<file path="src/rtl/core/rpsb_pkg.sv">
package rpsb_pkg;

	// item codes on the action field
	localparam int ACT_W = 2;
	localparam logic [ACT_W-1:0] ACT_BYTE    = 2'd0;
	localparam logic [ACT_W-1:0] ACT_TICK    = 2'd1;
	localparam logic [ACT_W-1:0] ACT_SERVICE = 2'd2;

	// configuration register indexes
	localparam int CFG_IDX_W = 2;
	localparam logic [CFG_IDX_W-1:0] REG_TIMEOUT = 2'd0;
	localparam logic [CFG_IDX_W-1:0] REG_FLOOR   = 2'd1;
	localparam logic [CFG_IDX_W-1:0] REG_CEILING = 2'd2;

	localparam int BYTE_W = 8;
	localparam int CH_W   = 11;

	// packet side
	localparam int RADIO_CHANNELS = 12;
	localparam int PKT_BYTES      = 17;
	localparam int PKT_IDX_W      = 5;
	localparam int PKT_RD_BYTES   = (CH_W * RADIO_CHANNELS + BYTE_W - 1) / BYTE_W;

	// SBUS side
	localparam int SBUS_CH = 16;
	localparam int CHI_W   = 4;
	localparam logic [CHI_W-1:0] CARRIER_CH = 4'd12;
	localparam int FIRST_DATA_IDX = 1;
	localparam int DATA_LAST_IDX  = 22;
	localparam int FLAG_IDX       = 23;
	localparam int LAST_IDX       = 24;
	localparam logic [BYTE_W-1:0] FRAME_HDR     = 8'h0F;
	localparam logic [BYTE_W-1:0] FRAME_FTR     = 8'h00;
	localparam logic [BYTE_W-1:0] FLAG_FAILSAFE = 8'h08;
	localparam logic [BYTE_W-1:0] FLAG_NONE     = 8'h00;

	// resets
	localparam logic [CH_W-1:0] MS_MAX        = 11'h7FF;
	localparam logic [CH_W-1:0] CH_RESET      = 11'd172;
	localparam logic [CH_W-1:0] TIMEOUT_RESET = 11'd500;
	localparam logic [CH_W-1:0] FLOOR_RESET   = 11'd172;
	localparam logic [CH_W-1:0] CEIL_RESET    = 11'd1811;

	// channel mapping: (v - 1000) * 1639 / 1000 + 172
	localparam int MAP_OFFSET = 1000;
	localparam int MAP_GAIN   = 1639;
	localparam int MAP_DIV    = 1000;
	localparam int MAP_BASE   = 172;
	localparam int MAP_SHIFT  = 30;
	localparam int MAP_RECIP  = (1 << MAP_SHIFT) / MAP_DIV;
	localparam int PROD_W     = 22;
	localparam int MAG_W      = 21;

endpackage

</file>
<file path="src/rtl/core/radio_packet_to_sbus_bridge.sv">
// Radio packet to SBUS bridge.
//
// Input channel (in_valid / in_stall): each item is a packet byte, a 1 ms tick
// or a service pass, chosen by action. Bytes and ticks give no output. A
// service pass either does nothing visible, or emits one 25-byte SBUS frame on
// the output channel (out_valid / out_stall), header first, frame_last high on
// the footer byte.
// A service pass with a fresh packet runs the carrier step, then unpack and
// map, then frame serialization; a failsafe frame goes straight to frame
// serialization. The pace is set by the single read port of the packet buffer
// (one byte per cycle during unpack) and of the channel memory (one channel per
// load during emission).
// in_stall stays high from the accepted service pass until the frame is fully
// handed to the output register; only one item is worked at a time.
// When the receiver stalls, the output register holds its byte and frame
// serialization pauses; nothing is lost.
// Reset (arst_n low) clears control state, restores the config registers to
// their defaults and marks every channel invalid, so channels read as 172
// until written. The packet buffer is not cleared.
module radio_packet_to_sbus_bridge (
	input  logic                          clk,
	input  logic                          arst_n,
	input  logic                          cfg_we,
	input  logic [rpsb_pkg::CFG_IDX_W-1:0] cfg_index,
	input  logic [rpsb_pkg::CH_W-1:0]      cfg_data,
	input  logic                          in_valid,
	output logic                          in_stall,
	input  logic [rpsb_pkg::ACT_W-1:0]     action,
	input  logic [rpsb_pkg::BYTE_W-1:0]    data_byte,
	input  logic                          last_byte,
	input  logic                          carrier_detected,
	output logic                          out_valid,
	input  logic                          out_stall,
	output logic [rpsb_pkg::BYTE_W-1:0]    frame_byte,
	output logic                          frame_last
);
	import rpsb_pkg::*;

	typedef enum logic [1:0] {S_IDLE, S_C12, S_UNPACK, S_EMIT} state_t;

	state_t state_q;

	// config
	logic [CH_W-1:0] timeout_q, floor_q, ceil_q;

	// control state
	logic [PKT_IDX_W-1:0] widx_q;
	logic                 pend_q;
	logic [CH_W-1:0]      ms_q;
	logic                 failsafe_q;
	logic                 carrier_q;

	// memories
	logic [BYTE_W-1:0] pkt_mem [PKT_BYTES];
	logic [CH_W-1:0]   chan_mem [SBUS_CH];
	logic [SBUS_CH-1:0] chan_vld_q;
	logic [CH_W-1:0]   ch_rd_q;
	logic              ch_ok_q;
	logic [BYTE_W-1:0] buf_rd_s1;

	// unpack
	logic [PKT_IDX_W-1:0] byte_ptr_q;
	logic                 byte_vld_s1;
	logic [17:0]          uacc_q;
	logic [4:0]           ucnt_q;
	logic [CHI_W-1:0]     uidx_q;

	// map pipeline
	logic                    vld_s2, vld_s3, vld_s4;
	logic [CH_W-1:0]         val_s2;
	logic [CHI_W-1:0]        idx_s2, idx_s3, idx_s4;
	logic signed [PROD_W-1:0] p_s3;
	logic [MAG_W-1:0]        mag_s4;
	logic [CH_W-1:0]         q0_s4;
	logic                    neg_s4;

	// emission
	logic [4:0]  ebyte_q;
	logic [4:0]  ch_ptr_q;
	logic [17:0] eacc_q;
	logic [4:0]  ecnt_q;

	// output register
	logic              out_valid_q;
	logic [BYTE_W-1:0] frame_byte_q;
	logic              frame_last_q;

	// ---------------------------------------------------------------
	// handshake
	logic in_acc, out_free;
	assign in_stall = (state_q != S_IDLE);
	assign in_acc   = in_valid && !in_stall;
	assign out_free = !out_valid_q || !out_stall;

	logic svc_fail;
	assign svc_fail = ms_q > timeout_q;

	// ---------------------------------------------------------------
	// channel memory read side: entries never written read as 172
	logic [CHI_W-1:0] ch_rd_addr;
	logic [CH_W-1:0]  ch_val;
	assign ch_rd_addr = (state_q == S_EMIT) ? ch_ptr_q[CHI_W-1:0] : CARRIER_CH;
	assign ch_val     = ch_ok_q ? ch_rd_q : CH_RESET;

	// carrier-strength step on channel 12
	logic [CH_W-1:0] c12_next;
	always_comb begin
		c12_next = ch_val;
		if (carrier_q) begin
			if (ch_val < ceil_q)
				c12_next = ch_val + 11'd1;
		end else begin
			if (ch_val > floor_q)
				c12_next = ch_val - 11'd1;
		end
	end

	// ---------------------------------------------------------------
	// unpack: bytes stream LSB first into an accumulator, 11 bits come out
	logic        byte_issue;
	logic [17:0] ucomb;
	logic [4:0]  ucnt_sum;
	logic        u_extract;
	logic [17:0] uacc_d;
	logic [4:0]  ucnt_d;
	logic        unpack_done;

	assign byte_issue = (state_q == S_UNPACK) && (byte_ptr_q < PKT_IDX_W'(PKT_RD_BYTES));
	assign ucomb      = byte_vld_s1 ? (uacc_q | (18'(buf_rd_s1) << ucnt_q)) : uacc_q;
	assign ucnt_sum   = byte_vld_s1 ? (ucnt_q + 5'(BYTE_W)) : ucnt_q;
	assign u_extract  = (state_q == S_UNPACK) && (ucnt_sum >= 5'(CH_W))
		&& (uidx_q < CHI_W'(RADIO_CHANNELS));
	assign uacc_d     = u_extract ? (ucomb >> CH_W) : ucomb;
	assign ucnt_d     = u_extract ? (ucnt_sum - 5'(CH_W)) : ucnt_sum;
	assign unpack_done = (state_q == S_UNPACK) && !byte_issue && !byte_vld_s1
		&& !u_extract && !vld_s2 && !vld_s3 && !vld_s4;

	// map pipeline: s2 multiply by gain, s3 reciprocal of 1000, s4 correct
	logic signed [CH_W:0]      dif_s2;
	logic signed [PROD_W-1:0]  prd_s2;
	logic [MAG_W-1:0]          mag_s3;
	logic [2*MAG_W-1:0]        rcp_s3;
	logic [MAG_W-1:0]          rem_s4;
	logic [CH_W-1:0]           quo_s4;
	logic [CH_W-1:0]           map_s4;

	assign dif_s2 = $signed({1'b0, val_s2}) - $signed((CH_W+1)'(MAP_OFFSET));
	assign prd_s2 = $signed({{(PROD_W-CH_W-1){dif_s2[CH_W]}}, dif_s2})
		* $signed(PROD_W'(MAP_GAIN));
	assign mag_s3 = p_s3[PROD_W-1] ? MAG_W'(-p_s3) : MAG_W'(p_s3);
	assign rcp_s3 = (2*MAG_W)'(mag_s3) * (2*MAG_W)'(MAP_RECIP);
	assign rem_s4 = mag_s4 - MAG_W'({10'd0, q0_s4} * MAG_W'(MAP_DIV));
	assign quo_s4 = q0_s4 + CH_W'(rem_s4 >= MAG_W'(MAP_DIV));
	assign map_s4 = (neg_s4 ? (CH_W'(0) - quo_s4) : quo_s4) + CH_W'(MAP_BASE);

	// channel memory write port
	logic             ch_we;
	logic [CHI_W-1:0] ch_wa;
	logic [CH_W-1:0]  ch_wd;
	always_comb begin
		ch_we = 1'b0;
		ch_wa = CARRIER_CH;
		ch_wd = c12_next;
		if (state_q == S_C12) begin
			ch_we = 1'b1;
		end else if (vld_s4) begin
			ch_we = 1'b1;
			ch_wa = idx_s4;
			ch_wd = map_s4;
		end
	end

	// ---------------------------------------------------------------
	// emission: channels stream into an accumulator, bytes come out
	logic e_hdr, e_data, e_flag, e_ftr, e_load, emit_now;
	logic [BYTE_W-1:0] emit_byte;
	assign e_hdr  = (state_q == S_EMIT) && (ebyte_q == 5'd0);
	assign e_data = (state_q == S_EMIT) && (ebyte_q >= 5'(FIRST_DATA_IDX))
		&& (ebyte_q <= 5'(DATA_LAST_IDX));
	assign e_flag = (state_q == S_EMIT) && (ebyte_q == 5'(FLAG_IDX));
	assign e_ftr  = (state_q == S_EMIT) && (ebyte_q == 5'(LAST_IDX));
	assign e_load = e_data && (ecnt_q < 5'(BYTE_W)) && (ch_ptr_q < 5'(SBUS_CH));
	assign emit_now = out_free && (e_hdr || e_flag || e_ftr
		|| (e_data && (ecnt_q >= 5'(BYTE_W))));

	always_comb begin
		emit_byte = eacc_q[BYTE_W-1:0];
		if (e_hdr)
			emit_byte = FRAME_HDR;
		else if (e_flag)
			emit_byte = failsafe_q ? FLAG_FAILSAFE : FLAG_NONE;
		else if (e_ftr)
			emit_byte = FRAME_FTR;
	end

	// ---------------------------------------------------------------
	// memories
	always_ff @(posedge clk) begin
		if (in_acc && (action == ACT_BYTE) && (widx_q < PKT_IDX_W'(PKT_BYTES)))
			pkt_mem[widx_q] <= data_byte;
		buf_rd_s1 <= pkt_mem[byte_ptr_q];
	end

	always_ff @(posedge clk) begin
		if (ch_we)
			chan_mem[ch_wa] <= ch_wd;
		ch_rd_q <= chan_mem[ch_rd_addr];
	end

	// map pipeline data
	always_ff @(posedge clk) begin
		val_s2 <= ucomb[CH_W-1:0];
		idx_s2 <= uidx_q;
		p_s3   <= prd_s2;
		idx_s3 <= idx_s2;
		mag_s4 <= mag_s3;
		q0_s4  <= rcp_s3[MAP_SHIFT+CH_W-1:MAP_SHIFT];
		neg_s4 <= p_s3[PROD_W-1];
		idx_s4 <= idx_s3;
	end

	// ---------------------------------------------------------------
	// control
	always_ff @(posedge clk or negedge arst_n) begin
		if (!arst_n) begin
			state_q      <= S_IDLE;
			timeout_q    <= TIMEOUT_RESET;
			floor_q      <= FLOOR_RESET;
			ceil_q       <= CEIL_RESET;
			widx_q       <= '0;
			pend_q       <= 1'b0;
			ms_q         <= '0;
			failsafe_q   <= 1'b0;
			carrier_q    <= 1'b0;
			chan_vld_q   <= '0;
			ch_ok_q      <= 1'b0;
			byte_ptr_q   <= '0;
			byte_vld_s1  <= 1'b0;
			uacc_q       <= '0;
			ucnt_q       <= '0;
			uidx_q       <= '0;
			vld_s2       <= 1'b0;
			vld_s3       <= 1'b0;
			vld_s4       <= 1'b0;
			ebyte_q      <= '0;
			ch_ptr_q     <= '0;
			eacc_q       <= '0;
			ecnt_q       <= '0;
			out_valid_q  <= 1'b0;
			frame_byte_q <= '0;
			frame_last_q <= 1'b0;
		end else begin
			if (cfg_we) begin
				case (cfg_index)
					REG_TIMEOUT: timeout_q <= cfg_data;
					REG_FLOOR:   floor_q   <= cfg_data;
					REG_CEILING: ceil_q    <= cfg_data;
					default: ;
				endcase
			end

			if (ch_we)
				chan_vld_q[ch_wa] <= 1'b1;
			ch_ok_q <= chan_vld_q[ch_rd_addr];

			// unpack pipeline control
			byte_vld_s1 <= byte_issue;
			if (byte_issue)
				byte_ptr_q <= byte_ptr_q + 5'd1;
			if (state_q == S_UNPACK) begin
				uacc_q <= uacc_d;
				ucnt_q <= ucnt_d;
			end
			if (u_extract)
				uidx_q <= uidx_q + 4'd1;
			vld_s2 <= u_extract;
			vld_s3 <= vld_s2;
			vld_s4 <= vld_s3;

			// emission datapath
			if (e_load) begin
				eacc_q   <= eacc_q | (18'(ch_val) << ecnt_q);
				ecnt_q   <= ecnt_q + 5'(CH_W);
				ch_ptr_q <= ch_ptr_q + 5'd1;
			end else if (emit_now && e_data) begin
				eacc_q <= eacc_q >> BYTE_W;
				ecnt_q <= ecnt_q - 5'(BYTE_W);
			end
			if (emit_now)
				ebyte_q <= ebyte_q + 5'd1;

			// output register
			if (emit_now) begin
				out_valid_q  <= 1'b1;
				frame_byte_q <= emit_byte;
				frame_last_q <= e_ftr;
			end else if (!out_stall) begin
				out_valid_q <= 1'b0;
			end

			case (state_q)
				S_IDLE: begin
					if (in_acc) begin
						case (action)
							ACT_BYTE: begin
								if (last_byte) begin
									widx_q <= '0;
									pend_q <= 1'b1;
									ms_q   <= '0;
								end else if (widx_q < PKT_IDX_W'(PKT_BYTES)) begin
									widx_q <= widx_q + 5'd1;
								end
							end
							ACT_TICK: begin
								if (ms_q < MS_MAX)
									ms_q <= ms_q + 11'd1;
							end
							ACT_SERVICE: begin
								if (svc_fail) begin
									failsafe_q <= 1'b1;
									ebyte_q    <= '0;
									ch_ptr_q   <= '0;
									eacc_q     <= '0;
									ecnt_q     <= '0;
									state_q    <= S_EMIT;
								end else begin
									failsafe_q <= 1'b0;
									carrier_q  <= carrier_detected;
									state_q    <= S_C12;
								end
							end
							default: ;
						endcase
					end
				end
				S_C12: begin
					if (pend_q) begin
						pend_q     <= 1'b0;
						byte_ptr_q <= '0;
						uacc_q     <= '0;
						ucnt_q     <= '0;
						uidx_q     <= '0;
						state_q    <= S_UNPACK;
					end else begin
						state_q <= S_IDLE;
					end
				end
				S_UNPACK: begin
					if (unpack_done) begin
						ebyte_q  <= '0;
						ch_ptr_q <= '0;
						eacc_q   <= '0;
						ecnt_q   <= '0;
						state_q  <= S_EMIT;
					end
				end
				S_EMIT: begin
					if (emit_now && e_ftr)
						state_q <= S_IDLE;
				end
				default: state_q <= S_IDLE;
			endcase
		end
	end

	assign out_valid  = out_valid_q;
	assign frame_byte = frame_byte_q;
	assign frame_last = frame_last_q;

	// ---------------------------------------------------------------
	// checks

	// all 16 channels consumed and the bit stream drained before the flags
	a_stream_aligned: assert property (@(posedge clk) disable iff (!arst_n)
		(state_q == S_EMIT && ebyte_q == 5'(FLAG_IDX))
		|-> (ch_ptr_q == 5'(SBUS_CH) && ecnt_q == 5'd0))
		else $error("frame bit stream misaligned at flag byte");

	// every radio channel mapped before the frame starts
	a_unpack_count: assert property (@(posedge clk) disable iff (!arst_n)
		unpack_done |-> (uidx_q == CHI_W'(RADIO_CHANNELS)))
		else $error("unpack finished with wrong channel count");

	// no frame byte appears while the packet is being unpacked
	a_quiet_unpack: assert property (@(posedge clk) disable iff (!arst_n)
		(state_q == S_UNPACK && !out_valid_q) |=> !out_valid_q)
		else $error("output during unpack");

	// map pipeline writes only while unpacking
	a_map_window: assert property (@(posedge clk) disable iff (!arst_n)
		vld_s4 |-> (state_q == S_UNPACK))
		else $error("channel map write outside unpack");

	// frame byte counter never runs past the footer
	a_ebyte_range: assert property (@(posedge clk) disable iff (!arst_n)
		(state_q == S_EMIT) |-> (ebyte_q <= 5'(LAST_IDX)))
		else $error("frame byte counter overrun");

endmodule
</file>
<file path="config.mk">
export PLATFORM = sky130hd
export DESIGN_NAME = radio_packet_to_sbus_bridge
export DESIGN_NICKNAME = d
export VERILOG_FILES = /design/src/rtl/core/rpsb_pkg.sv /design/src/rtl/core/radio_packet_to_sbus_bridge.sv
export SDC_FILE = /design/constraint.sdc
export NUM_CORES = 2
export LEC_CHECK = 0
export BUFFER_PORTS_ARGS = -buffer_cell sky130_fd_sc_hd__buf_2
export CAP_MARGIN = 20
export CORE_MARGIN = 2
export CORE_UTILIZATION = 36
export CTS_CLUSTER_SIZE = 25
export DETAILED_ROUTE_END_ITERATION = 8
export SYNTH_ARGS = -nofsm -noshare
export SYNTH_HDL_FRONTEND = slang
export SYNTH_SLANG_ARGS = --single-unit
</file>
<file path="constraint.sdc">
create_clock -name clk -period 12.02 [get_ports clk]
set_input_delay 1.803 -clock clk [delete_from_list [all_inputs] [get_ports clk]]
set_output_delay 1.803 -clock clk [all_outputs]
set_load 0.02 [all_outputs]
</file>
==> out/results.ini <==
[worst_setup_path]
critical_path.max_fanout = 16
r2r_setup_slack_ns = 2.74
crit_type = flip-flop to flip-flop
cp_slowest_cell = a32oi_1
start_kind = flip-flop
cp_common_cell = ha_1
crit_arrival_ns = 9.54
cp.required_ns = 12.28
critPathCaptureType = flip-flop
critPathMaxStageDelay_ns = 0.94

[detailed_routing]
routed_wl_um = 76500
drtPass1Iterations = 8
ant_nets = 0
route.detailed.vias_per_inst = 5.01
drt_iter0_markers = 1450
drt-wirelength-per-cell_um = 17.1
vias = 22401
route.detailed.drc = 0

[synth]
syn-cell-area_mm2 = 0.0352
syn_nets = 3668
synth-warning-count = 0
synth-edff-count = 312
ys_ff_latch = 556
avgSynthCellArea_um2 = 11.4
synth_ff_type = edfxtp_1
synth-async-reset-ratio = 0.270
ys_seq_area_frac = 0.427
syn_inst = 3081
yosysUniqueCellTypes = 88

[final_layout]
area_delta_synth_final_pct = 11.2
drive_gt1_frac = 0.122
diodes = 0
regArea_mm2 = 0.0150
fin_nets = 3730
design_area_mm2 = 0.0392
multiInputGateArea_mm2 = 0.0184
nFillCells = 9154

[placed_design]
placedInstanceArea_mm2 = 0.0372
hpwl_um = 54600
gp_congestion = 0.814
port_buffers = 40

[clock_tree]
clk_latency_ns = 0.63
cts_max_level = 2
numCtsBuffers = 59
clock_sinks = 556
postCtsSetupRepairBufs = 0
cts-root-buf = clkbuf_16
clk_path_buf_depth = 3
cts_hold_buf = 0
cts_resized = 0
cts_tree = built
clk_pin_slew_ns = 0.06

[floorplan]
chipHeight_um = 317
die_w_um = 317
initial_core_util = 0.364
coreArea_mm2 = 0.0969
dieArea_mm2 = 0.100
std_cell_rows = 114
io_pins = 41

[timing]
final_max_slew_viol_count = 0
finalSetupViolCount = 0
maxSlewHeadroom = 0.174
fin_setup_tns_ns = 0
max_freq_mhz = 108
finalCriticalPeriod_ns = 9.28
finalHoldViolations = 0
tightest_slew_ns = 1.24
fin_hold_ws_ns = 0.311
finalCritPeriodShare = 0.772
rsz0062_at_grt = false
finClkSkew_ns = 0.0309

[grt]
grt_use_total = 0.154
grt_max_degree = 80
grt-ovfl-total = 0
grt_pass1_wl_um = 122000
antenna_found_initial = 1
grt_pass1_vias = 22497

[flow_run]
cap_violations = 0

[hold_path]
hold_path_class = flip-flop to flip-flop

[outcome]
status = completed

-- cell type report --
| class | instances | share of cell area |
|---|---|---|
| clock buffers | 79 | 0.0412 |
| clock inverters | 32 | 0.00958 |
| inverters | 401 | 0.0384 |
| multi-input cells | 2030 | 0.471 |
| flip-flops and latches | 556 | 0.384 |
| well taps | 1276 | 0.0408 |
| repair buffers | 95 | 0.0158 |
-- per-stage QoR --
| stage | setup WS, ns | cells | utilization |
|---|---|---|---|
| global placement | 2.87 | 4355 | 0.384 |
| detailed placement | 2.70 | 4355 | 0.384 |
| CTS | 2.68 | 4466 | 0.404 |
| global route | 1.88 | 4469 | 0.404 |
| finish | 2.74 | 4469 | 0.404 |
| floorplan | 4.04 | 3081 | - |
-- path summary, 6_finish.rpt --
| path | start | endpoint | cells past startpoint |
|---|---|---|---|
| setup / recovery | q0_s4[2] | chan_mem[13][9] | 35 |
| hold / removal | idx_s2[2] | idx_s3[2] | 0 |
| setup reg to reg | q0_s4[2] | chan_mem[13][9] | 35 |
| hold reg to reg | idx_s2[2] | idx_s3[2] | 0 |
| max in group asynchronous | arst_n | ch_ptr_q[0] | 2 |
| min in group asynchronous | arst_n | chan_vld_q[2] | 1 |
-- flip-flops by register name (all words and copies together) (netlist names), 11 cells and up --
signal,count
uacc_q,18
chan_vld_q,16
ms_q,11
val_s2,11
chan_mem,176
eacc_q,18
p_s3,22
timeout_q,11
mag_s4,18
floor_q,11
ch_rd_q,11
ceil_q,11
q0_s4,11
pkt_mem,136
-- cell families (layout without fill, tap and decap cells) --
family / Yosys count / in the layout / share of synthesized area
compound gates: 545 / 545 / 0.0967
xor+xnor: 143 / 143 / 0.0356
buf+inv: 495 / 607 / 0.0535
fa+ha+maj: 557 / 557 / 0.235
mux: 194 / 194 / 0.0723
flops: 556 / 556 / 0.427
simple gates: 590 / 590 / 0.0804
other cells: 1 / 1 / 0.000106
-- placed cells by master (no fill, tap or decap), types with 23 or more instances in the layout --
cell | netlist | layout
inv_1 | 398 | 398
ha_1 | 384 | 384
edfxtp_1 | 312 | 312
nand2_1 | 182 | 182
fa_1 | 173 | 173
a21oi_1 | 156 | 156
o21ai_0 | 145 | 145
nor2_1 | 147 | 144
dfrtp_1 | 134 | 131
dfxtp_1 | 94 | 94
xnor2_1 | 96 | 86
mux2_2 | 83 | 83
mux2i_1 | 71 | 71
clkbuf_16 | 0 | 59
buf_4 | 0 | 55
a21o_1 | 47 | 47
xor2_1 | 47 | 47
nand3_1 | 40 | 40
mux4_2 | 40 | 40
buf_2 | 20 | 39
nor3_1 | 38 | 34
nand2b_1 | 29 | 29
and2_1 | 28 | 28
a31oi_1 | 23 | 23
-- Yosys cell counts (all sizes together), types with 7 or more instances --
master / instances / area share
ha: 384 / 0.14
inv: 399 / 0.043
a21o: 47 / 0.010
or3: 13 / 0.0023
o21a: 18 / 0.0038
nand3: 40 / 0.0057
o32ai: 11 / 0.0027
buf: 21 / 0.0029
dfstp: 16 / 0.012
o22ai: 8 / 0.0014
nor4: 10 / 0.0021
or2: 22 / 0.0039
a22oi: 9 / 0.0021
clkbuf: 73 / 0.0078
and3: 16 / 0.0028
a211oi: 14 / 0.0030
xor2: 47 / 0.012
nor2b: 20 / 0.0036
dfrtp: 134 / 0.095
nand2: 182 / 0.019
mux2: 83 / 0.027
nor2: 148 / 0.016
a21oi: 159 / 0.023
and2: 29 / 0.0052
dfxtp: 94 / 0.053
o21bai: 7 / 0.0015
o211ai: 17 / 0.0036
mux4: 40 / 0.026
xnor2: 96 / 0.024
a31oi: 24 / 0.0044
nand3b: 8 / 0.0017
o21ai: 163 / 0.023
fa: 173 / 0.098
a221oi: 13 / 0.0034
edfxtp: 312 / 0.27
nand2b: 29 / 0.0052
mux2i: 71 / 0.020
nor3: 38 / 0.0054
nand4: 18 / 0.0032
-- worst max-delay path: cells and delay by family, from the launching register on --
| family | cells | cell delay, ns |
|---|---|---|
| adders and majority gates | 9 | 3.38 |
| xor gates and xnor gates | 4 | 0.66 |
| buffers and inverters | 4 | 0.24 |
| AOI/OAI and AO/OA | 13 | 3.06 |
| DFF | 1 | 0.53 |
| and+or+nand+nor | 5 | 1.05 |
-- per-layer routing --
layer  track usage  part of all wire
met1         0.219              0.48
met2         0.250              0.46
met3        0.0208             0.042
met4        0.0349             0.019
met5             0                 0
Power is left out: the tool's default activity adds up to more than one toggle a clock period on the data nets, which glitch-free logic cannot reach.
